`src/sv/prarb_pkg.sv`:
```
package prarb_pkg;

  localparam int unsigned ClientsDefault = 16;
  localparam int unsigned QueueDepth     = 2;

  localparam logic [1:0] KIND_REG = 2'd0;
  localparam logic [1:0] KIND_REQ = 2'd1;
  localparam logic [1:0] KIND_REL = 2'd2;
  localparam logic [1:0] KIND_BAD = 2'd3;

  localparam logic EV_GRANT = 1'b0;
  localparam logic EV_DENY  = 1'b1;

  typedef struct packed {
    logic [1:0] kind;
    logic [3:0] client;
    logic [7:0] prio;
  } req_t;

  typedef struct packed {
    logic       event_res;
    logic [3:0] target;
    logic       last;
  } evt_t;

endpackage

```
`src/sv/prarb_front.sv`:
```
module prarb_front #(
  parameter int unsigned CLIENTS = prarb_pkg::ClientsDefault
) (
  input  logic            in_valid_i,
  output logic            in_ready_o,
  input  prarb_pkg::req_t in_word_i,
  input  logic            q_full_i,
  output logic            q_push_o,
  output prarb_pkg::req_t q_word_o
);
  import prarb_pkg::*;

  logic legal;

  // drop unknown kinds and clients beyond the configured count
  assign legal      = (in_word_i.kind != KIND_BAD) && (7'(in_word_i.client) < 7'(CLIENTS));
  assign in_ready_o = !q_full_i;
  assign q_push_o   = in_valid_i && !q_full_i && legal;
  assign q_word_o   = in_word_i;

endmodule

```
`src/sv/prarb_fifo.sv`:
```
module prarb_fifo #(
  parameter int unsigned DEPTH = prarb_pkg::QueueDepth
) (
  input  logic            clk_i,
  input  logic            rst_ni,
  input  logic            push_i,
  input  prarb_pkg::req_t push_word_i,
  output logic            full_o,
  input  logic            pop_i,
  output logic            empty_o,
  output prarb_pkg::req_t pop_word_o
);
  import prarb_pkg::*;

  localparam int unsigned PW = (DEPTH > 1) ? $clog2(DEPTH) : 1;
  localparam int unsigned CW = $clog2(DEPTH + 1);
  localparam logic [PW-1:0] LAST_PTR = PW'(DEPTH - 1);

  req_t          mem_q [DEPTH];
  logic [PW-1:0] wr_q, wr_d, rd_q, rd_d;
  logic [CW-1:0] cnt_q, cnt_d;
  logic          do_push, do_pop;

  assign full_o     = (cnt_q == CW'(DEPTH));
  assign empty_o    = (cnt_q == '0);
  assign pop_word_o = mem_q[rd_q];
  assign do_push    = push_i && !full_o;
  assign do_pop     = pop_i && !empty_o;

  always_comb begin
    wr_d  = wr_q;
    rd_d  = rd_q;
    cnt_d = cnt_q;
    if (do_push) begin
      wr_d = (wr_q == LAST_PTR) ? '0 : wr_q + 1'b1;
    end
    if (do_pop) begin
      rd_d = (rd_q == LAST_PTR) ? '0 : rd_q + 1'b1;
    end
    if (do_push && !do_pop) begin
      cnt_d = cnt_q + 1'b1;
    end else if (do_pop && !do_push) begin
      cnt_d = cnt_q - 1'b1;
    end
  end

  always_ff @(posedge clk_i or negedge rst_ni) begin
    if (!rst_ni) begin
      wr_q  <= '0;
      rd_q  <= '0;
      cnt_q <= '0;
    end else begin
      wr_q  <= wr_d;
      rd_q  <= rd_d;
      cnt_q <= cnt_d;
    end
  end

  always_ff @(posedge clk_i) begin
    if (do_push) begin
      mem_q[wr_q] <= push_word_i;
    end
  end

endmodule

```
`src/sv/prarb_back.sv`:
```
module prarb_back #(
  parameter int unsigned CLIENTS = prarb_pkg::ClientsDefault
) (
  input  logic            clk_i,
  input  logic            rst_ni,
  input  logic            q_empty_i,
  input  prarb_pkg::req_t q_word_i,
  output logic            q_pop_o,
  output logic            out_valid_o,
  input  logic            out_ready_i,
  output prarb_pkg::evt_t out_word_o
);
  import prarb_pkg::*;

  localparam int unsigned IW = (CLIENTS > 1) ? $clog2(CLIENTS) : 1;
  localparam logic [IW-1:0] LAST_IDX = IW'(CLIENTS - 1);

  typedef enum logic [5:0] {
    ST_IDLE   = 6'b000001,
    ST_SCAN   = 6'b000010,
    ST_DECIDE = 6'b000100,
    ST_DENY   = 6'b001000,
    ST_OLD    = 6'b010000,
    ST_NEW    = 6'b100000
  } state_e;

  state_e         st_q, st_d;
  logic [IW-1:0]  idx_q, idx_d;
  logic [IW-1:0]  best_q, best_d;
  logic [7:0]     best_prio_q, best_prio_d;
  logic           found_q, found_d;
  logic [IW-1:0]  owner_q, owner_d;
  logic           owner_valid_q, owner_valid_d;
  logic [IW-1:0]  old_q, old_d;
  logic [CLIENTS-1:0] active_q, active_d;
  logic [CLIENTS-1:0] reg_q, reg_d;
  logic [7:0]     prio_q [CLIENTS];
  logic [7:0]     prio_d [CLIENTS];
  logic           out_valid_q, out_valid_d;
  evt_t           out_q, out_d;
  logic           slot_free;
  logic [IW-1:0]  cidx;
  logic [CLIENTS-1:0] above;
  logic           none_after;

  assign slot_free   = !out_valid_q || out_ready_i;
  assign cidx        = IW'(q_word_i.client);
  assign above       = reg_q >> idx_q;
  assign none_after  = ((above >> 1) == '0);
  assign out_valid_o = out_valid_q;
  assign out_word_o  = out_q;

  always_comb begin
    st_d          = st_q;
    idx_d         = idx_q;
    best_d        = best_q;
    best_prio_d   = best_prio_q;
    found_d       = found_q;
    owner_d       = owner_q;
    owner_valid_d = owner_valid_q;
    old_d         = old_q;
    active_d      = active_q;
    reg_d         = reg_q;
    prio_d        = prio_q;
    out_valid_d   = out_valid_q && !out_ready_i;
    out_d         = out_q;
    q_pop_o       = 1'b0;
    case (st_q)
      ST_IDLE: begin
        if (!q_empty_i) begin
          q_pop_o = 1'b1;
          idx_d   = '0;
          found_d = 1'b0;
          case (q_word_i.kind)
            KIND_REG: begin
              reg_d[cidx] = 1'b1;
            end
            KIND_REQ: begin
              active_d[cidx] = 1'b1;
              prio_d[cidx]   = q_word_i.prio;
              st_d           = ST_SCAN;
            end
            KIND_REL: begin
              active_d[cidx] = 1'b0;
              prio_d[cidx]   = 8'd0;
              st_d           = ST_SCAN;
            end
            default: begin
            end
          endcase
        end
      end
      ST_SCAN: begin
        if (active_q[idx_q] && (!found_q || (prio_q[idx_q] > best_prio_q))) begin
          best_d      = idx_q;
          best_prio_d = prio_q[idx_q];
          found_d     = 1'b1;
        end
        if (idx_q == LAST_IDX) begin
          st_d = ST_DECIDE;
        end else begin
          idx_d = idx_q + 1'b1;
        end
      end
      ST_DECIDE: begin
        if (!found_q) begin
          idx_d = '0;
          st_d  = ST_DENY;
        end else if (owner_valid_q && (owner_q == best_q)) begin
          st_d = ST_IDLE;
        end else begin
          old_d         = owner_q;
          owner_d       = best_q;
          owner_valid_d = 1'b1;
          if (owner_valid_q && reg_q[owner_q]) begin
            st_d = ST_OLD;
          end else if (reg_q[best_q]) begin
            st_d = ST_NEW;
          end else begin
            st_d = ST_IDLE;
          end
        end
      end
      ST_DENY: begin
        if (!reg_q[idx_q] || slot_free) begin
          if (reg_q[idx_q]) begin
            out_valid_d     = 1'b1;
            out_d.event_res = EV_DENY;
            out_d.target    = 4'(idx_q);
            out_d.last      = none_after;
          end
          if (idx_q == LAST_IDX) begin
            st_d = ST_IDLE;
          end else begin
            idx_d = idx_q + 1'b1;
          end
        end
      end
      ST_OLD: begin
        if (slot_free) begin
          out_valid_d     = 1'b1;
          out_d.event_res = EV_DENY;
          out_d.target    = 4'(old_q);
          out_d.last      = !reg_q[best_q];
          st_d            = reg_q[best_q] ? ST_NEW : ST_IDLE;
        end
      end
      ST_NEW: begin
        if (slot_free) begin
          out_valid_d     = 1'b1;
          out_d.event_res = EV_GRANT;
          out_d.target    = 4'(best_q);
          out_d.last      = 1'b1;
          st_d            = ST_IDLE;
        end
      end
      default: begin
        st_d = ST_IDLE;
      end
    endcase
  end

  always_ff @(posedge clk_i or negedge rst_ni) begin
    if (!rst_ni) begin
      st_q          <= ST_IDLE;
      idx_q         <= '0;
      found_q       <= 1'b0;
      owner_q       <= '0;
      owner_valid_q <= 1'b0;
      active_q      <= '0;
      reg_q         <= '0;
      out_valid_q   <= 1'b0;
      for (int i = 0; i < CLIENTS; i++) begin
        prio_q[i] <= 8'd0;
      end
    end else begin
      st_q          <= st_d;
      idx_q         <= idx_d;
      found_q       <= found_d;
      owner_q       <= owner_d;
      owner_valid_q <= owner_valid_d;
      active_q      <= active_d;
      reg_q         <= reg_d;
      out_valid_q   <= out_valid_d;
      prio_q        <= prio_d;
    end
  end

  always_ff @(posedge clk_i) begin
    best_q      <= best_d;
    best_prio_q <= best_prio_d;
    old_q       <= old_d;
    out_q       <= out_d;
  end

endmodule

```
`src/sv/priority_resource_arbiter.sv`:
```
// channel | handshake             | word
// --------+-----------------------+----------------------------------
// input   | in_valid_i/in_ready_o | in_word_i  : kind, client, prio
// output  | out_valid_o/out_ready_i | out_word_o : event_res, target, last
//
// Register words are handled in the back end without a scan; unknown kinds and
// out-of-range clients are dropped at intake and never reach the queue.
// Request and release: a pop, a scan of all CLIENTS slots, a decide step,
// then the grant/deny words; a deny-all pass walks all CLIENTS slots.
// A two-entry queue splits intake from the scanner so input keeps flowing.
// Reset is asynchronous and clears all request, registration and owner state.
// Output stalls hold the event sequence; the queue fills and drops in_ready_o.
module priority_resource_arbiter #(
  parameter int unsigned CLIENTS = prarb_pkg::ClientsDefault,
  parameter int unsigned QDEPTH  = prarb_pkg::QueueDepth
) (
  input  logic            clk_i,
  input  logic            rst_ni,
  input  logic            in_valid_i,
  output logic            in_ready_o,
  input  prarb_pkg::req_t in_word_i,
  output logic            out_valid_o,
  input  logic            out_ready_i,
  output prarb_pkg::evt_t out_word_o
);
  import prarb_pkg::*;

  logic q_full, q_push, q_empty, q_pop;
  req_t q_in, q_out;

  prarb_front #(.CLIENTS(CLIENTS)) u_front (
    .in_valid_i (in_valid_i),
    .in_ready_o (in_ready_o),
    .in_word_i  (in_word_i),
    .q_full_i   (q_full),
    .q_push_o   (q_push),
    .q_word_o   (q_in)
  );

  prarb_fifo #(.DEPTH(QDEPTH)) u_fifo (
    .clk_i       (clk_i),
    .rst_ni      (rst_ni),
    .push_i      (q_push),
    .push_word_i (q_in),
    .full_o      (q_full),
    .pop_i       (q_pop),
    .empty_o     (q_empty),
    .pop_word_o  (q_out)
  );

  prarb_back #(.CLIENTS(CLIENTS)) u_back (
    .clk_i       (clk_i),
    .rst_ni      (rst_ni),
    .q_empty_i   (q_empty),
    .q_word_i    (q_out),
    .q_pop_o     (q_pop),
    .out_valid_o (out_valid_o),
    .out_ready_i (out_ready_i),
    .out_word_o  (out_word_o)
  );

endmodule

```
`config.mk`:
```
export PLATFORM = sky130hd
export DESIGN_NAME = priority_resource_arbiter
export DESIGN_NICKNAME = d
export VERILOG_FILES = /design/src/sv/prarb_pkg.sv /design/src/sv/prarb_front.sv /design/src/sv/prarb_fifo.sv /design/src/sv/prarb_back.sv /design/src/sv/priority_resource_arbiter.sv
export SDC_FILE = /design/constraint.sdc
export NUM_CORES = 1
export LEC_CHECK = 0
export BUFFER_PORTS_ARGS = -buffer_cell sky130_fd_sc_hd__buf_2
export CAP_MARGIN = 20
export CORE_UTILIZATION = 63
export CTS_CLUSTER_SIZE = 24
export DETAILED_ROUTE_END_ITERATION = 10
export PLACE_DENSITY = 0.8
export RECOVER_POWER = 50
export SYNTH_ARGS = -nofsm -noshare
export SYNTH_HDL_FRONTEND = slang
export SYNTH_HIERARCHICAL = 1
export SYNTH_SLANG_ARGS = --single-unit
export TNS_END_PERCENT = 10
```
`constraint.sdc`:
```
create_clock -name clk_i -period 5.8 [get_ports clk_i]
set_clock_uncertainty 0.15 [all_clocks]
set_input_delay 0.58 -clock clk_i [delete_from_list [all_inputs] [get_ports clk_i]]
set_output_delay 0.58 -clock clk_i [all_outputs]
set_load 0.02 [all_outputs]
```
==> impl_metrics.json <==
{
  "syn_area_per_cell_um2": 13.8,
  "timing.rr.end": "u_back/best_prio_q[3]$_DFFE_PP_",
  "syn_nets": 840,
  "min_path_cells": 1,
  "rsz0062_at_grt": "false",
  "switchingPower_mw": 2.06,
  "setup_viol": 0,
  "gr-usage-all-layers": 0.276,
  "die_h_um": 135,
  "ys_ff_latch": 231,
  "syn_inst": 810,
  "hpwl_mm": 16.0,
  "yosys.area.top_type_share": 0.402,
  "p_clk_frac": 0.251,
  "p_seq_frac": 0.436,
  "cp_max_fo": 30,
  "routed.top_layer": "met4",
  "leakage_nw": 5.22,
  "max-cap-violations": 4,
  "intPower_mw": 4.26,
  "synth_top_family_by_area": "multiplexers",
  "comb_power_share": 0.314,
  "hp-start": "in_word_i[10]",
  "rows": 48,
  "critical_path_arrival_ps": 4820,
  "whs_ps": 90.4,
  "antenna_found_initial": 0,
  "cts_tree": "built",
  "tightest_slew_ps": 2740,
  "grt_max_degree": 70,
  "insertion_delay_ps": 520,
  "path_clk_slew_ps": 60,
  "slew_headroom": -0.826,
  "die_area_um2": 18300,
  "hold_path_class": "input port to register",
  "rr_startpoint": "u_back/idx_q[0]$_DFFE_PN0P_",
  "die_x_um": 135,
  "slew_violations": 181,
  "synth-edff-count": 50,
  "fill_cells": 1158,
  "grt_pass1_vias": 7080,
  "synth_warnings": 6,
  "final_nets": 837,
  "violations": "max-capacitance violations, max-slew violations",
  "wl_met1_mm": 10.4,
  "synthTopCellsByArea": "dfrtp_1 40%, edfxtp_1 13%, mux2_2 12%",
  "io_buffers": 25,
  "diodes": 0,
  "numCtsBuffers": 24,
  "tns_ps": 0,
  "hold_viol_final": 0,
  "fmax_mhz": 213,
  "grt-ovfl-total": 0,
  "synth_mux_area_frac": 0.247,
  "p_sw_frac": 0.326,
  "synthAdderAreaFrac": 0.0134,
  "final_layout_size_suffix_gt1_frac": 0.312,
  "cp-end-kind": "register",
  "wl_met2_mm": 11.2,
  "grt_pass1_wl_mm": 38.4,
  "synthFlopType": "dfrtp_1",
  "cp-start-kind": "register",
  "vias_per_cell": 6.47,
  "drt_iter0_markers": 502,
  "synth_top_area_cell": "dfrtp_1",
  "crit_type": "register to register",
  "yosysSeqAreaShare": 0.539,
  "areaGrowthSynthToFinish_pct": 8.33,
  "cts_root_buf": "clkbuf_16",
  "io_pins": 26,
  "yosys.area_share.xor_xnor": 0.00861,
  "antenna_left": 0,
  "h-tree-depth": 1,
  "vias": 6791,
  "routed_wl_mm": 23.5,
  "clock_path_buffers": 3,
  "peakVddDrop_uv": 506,
  "synth_compound_area_frac": 0.0740,
  "p_per_area_nw_per_um2": 521,
  "wl_per_cell_um": 22.4,
  "first_pass_iters": 5,
  "fin_crit_ps": 4700,
  "synth_async_sr_flop_share": 0.784,
  "min_delay_worst_endpoint": "u_fifo/mem_q[0][10]$_DFFE_PP_",
  "post-route-drc-count": 0,
  "outcome": "finished, violations left",
  "met3WireLength_mm": 1.33,
  "r2r_cells": 12,
  "ys_types": 69,
  "clock_sinks": 231,
  "gp_congestion": 0.950,
  "start_util": 0.647,
  "synth_simple_gate_area_frac": 0.0799,
  "r2r_slack_ps": 1100,
  "fin_crit_sh": 0.811,
  "netlist_area_um2": 11200,
  "required_ps": 5910,
  "core_area_um2": 17300
}
-- flip-flops by register name (all words and copies together), names as in the netlist, 2 cells and up, named ones only --
name                count
u_back/prio_q         128
u_fifo/mem_q           28
u_back/reg_q           16
u_back/best_prio_q      8
u_back/out_word_o       6
u_back/st_q             6
u_back/best_q           4
u_back/idx_q            4
u_back/old_q            4
u_back/owner_q          4
u_fifo/cnt_q            2
-- cell usage in the layout, fill, tap and decap left out, types with 12 or more instances in the layout --
cell type	Yosys	final
nor2b_1	14	14
o21ai_0	47	47
buf_2	13	13
clkbuf_16	0	25
dfrtp_1	180	180
o31ai_1	12	12
clkbuf_1	23	15
nand2_1	44	45
nand2b_1	18	18
mux2i_1	12	12
edfxtp_1	50	50
inv_1	25	25
ha_1	12	12
mux2_2	116	116
nor2_1	21	21
a21o_1	13	13
mux4_2	49	49
-- worst max-delay path by stage --
stage / cells after the start / endpoint / from / slack (ps)
floorplan: 11 / u_back/best_prio_q[0]$_DFFE_PP_ / u_back/idx_q[0]$_DFFE_PN0P_ / 1630
global placement: 10 / u_back/best_prio_q[7]$_DFFE_PP_ / u_back/idx_q[0]$_DFFE_PN0P_ / 1740
detailed placement: 12 / u_back/best_prio_q[5]$_DFFE_PP_ / u_back/idx_q[0]$_DFFE_PN0P_ / 1650
CTS: 12 / u_back/best_prio_q[7]$_DFFE_PP_ / u_back/idx_q[0]$_DFFE_PN0P_ / 1630
global route: 10 / u_back/best_prio_q[3]$_DFFE_PP_ / u_back/idx_q[0]$_DFFE_PN0P_ / 740
finish: 12 / u_back/best_prio_q[3]$_DFFE_PP_ / u_back/idx_q[0]$_DFFE_PN0P_ / 1100
-- critical path, stage by stage (launching register included) --
cell and delay (ps):
dfrtp_1 1540, buf_4 470, mux4_2 540, mux4_2 510
inv_1 100, ha_1 150, nor2b_1 40, o21a_1 160
o21a_1 160, o21a_1 160, o21ai_0 160, a21oi_1 90
buf_4 200
-- per-layer routing --
metal / up-vias / global-route usage
met3: 52 / 0.0419
met2: 243 / 0.440
met4: 0 / 0.0924
met1: 3517 / 0.393
li1: 2979 / -
met5: - / 0
-- stage by stage --
stage / power [mW] / setup WS [ps] / std cells / utilization / cell area [um2]
after global routing: 6.64 / 743 / 1049 / 0.701 / 12100
after CTS: 6.33 / 1630 / 1049 / 0.703 / 12200
after floorplan: 4.19 / 1630 / 810 / - / 11200
final: 6.32 / 1100 / 1049 / 0.701 / 12100
after global placement: 4.57 / 1740 / 1005 / 0.655 / 11300
after detailed placement: 4.71 / 1650 / 1005 / 0.655 / 11300
-- what timing repair did --
| action | in CTS | in global routing |
|---|---|---|
| hold buffers | 1 | 0 |
| gates resized for setup | 0 | 0 |
| setup buffers | 0 | 0 |
| endpoints found under the hold margin | 50 | 0 |
-- cells by family after synthesis --
logic type | after synthesis
flops | 231
fa+ha+maj | 12
xor+xnor | 11
buf+inv | 87
simple gates | 154
compound gates | 125
mux | 190
-- Yosys cell counts, types with 5 or more instances --
cell type  count
mux2_4         9
nand2b_1      18
a21oi_1       10
ha_1          12
a211oi_1       5
buf_1          8
nor2_1        21
xnor2_1        5
inv_1         25
clkbuf_1      23
edfxtp_1      50
nand3_1       10
dfrtp_1      180
nor2b_1       14
o31ai_1       12
o21ai_0       47
nor2_4         9
buf_2         13
nand2_1       44
mux4_2        49
mux2_2       116
xor2_1         6
mux2i_1       12
a21o_1        13
nor3_1         7
buf_4         14
-- final cells by class --
type | instances | area, um2 | area share
inverter | 26 | 97.6 | 0.00805
timing repair buffer | 32 | 163 | 0.0134
clock inverter | 11 | 136 | 0.0112
multi-input combinational | 492 | 4720 | 0.390
tap | 225 | 282 | 0.0232
sequential | 231 | 6030 | 0.497
clock buffer | 32 | 692 | 0.0571
-- power by group through the flow --
| stage | clock network (mW) | logic [mW] | registers [mW] |
|---|---|---|---|
| 2_1_floorplan | 0 | 1.68 | 2.51 |
| 3_3_place_gp | 0 | 1.85 | 2.72 |
| 3_5_place_dp | 0 | 1.95 | 2.77 |
| 4_1_cts | 1.61 | 1.98 | 2.74 |
| 5_1_grt | 1.66 | 2.16 | 2.83 |
| 6_report | 1.58 | 1.98 | 2.75 |
Note: power is estimated with default switching activity, not from simulation.
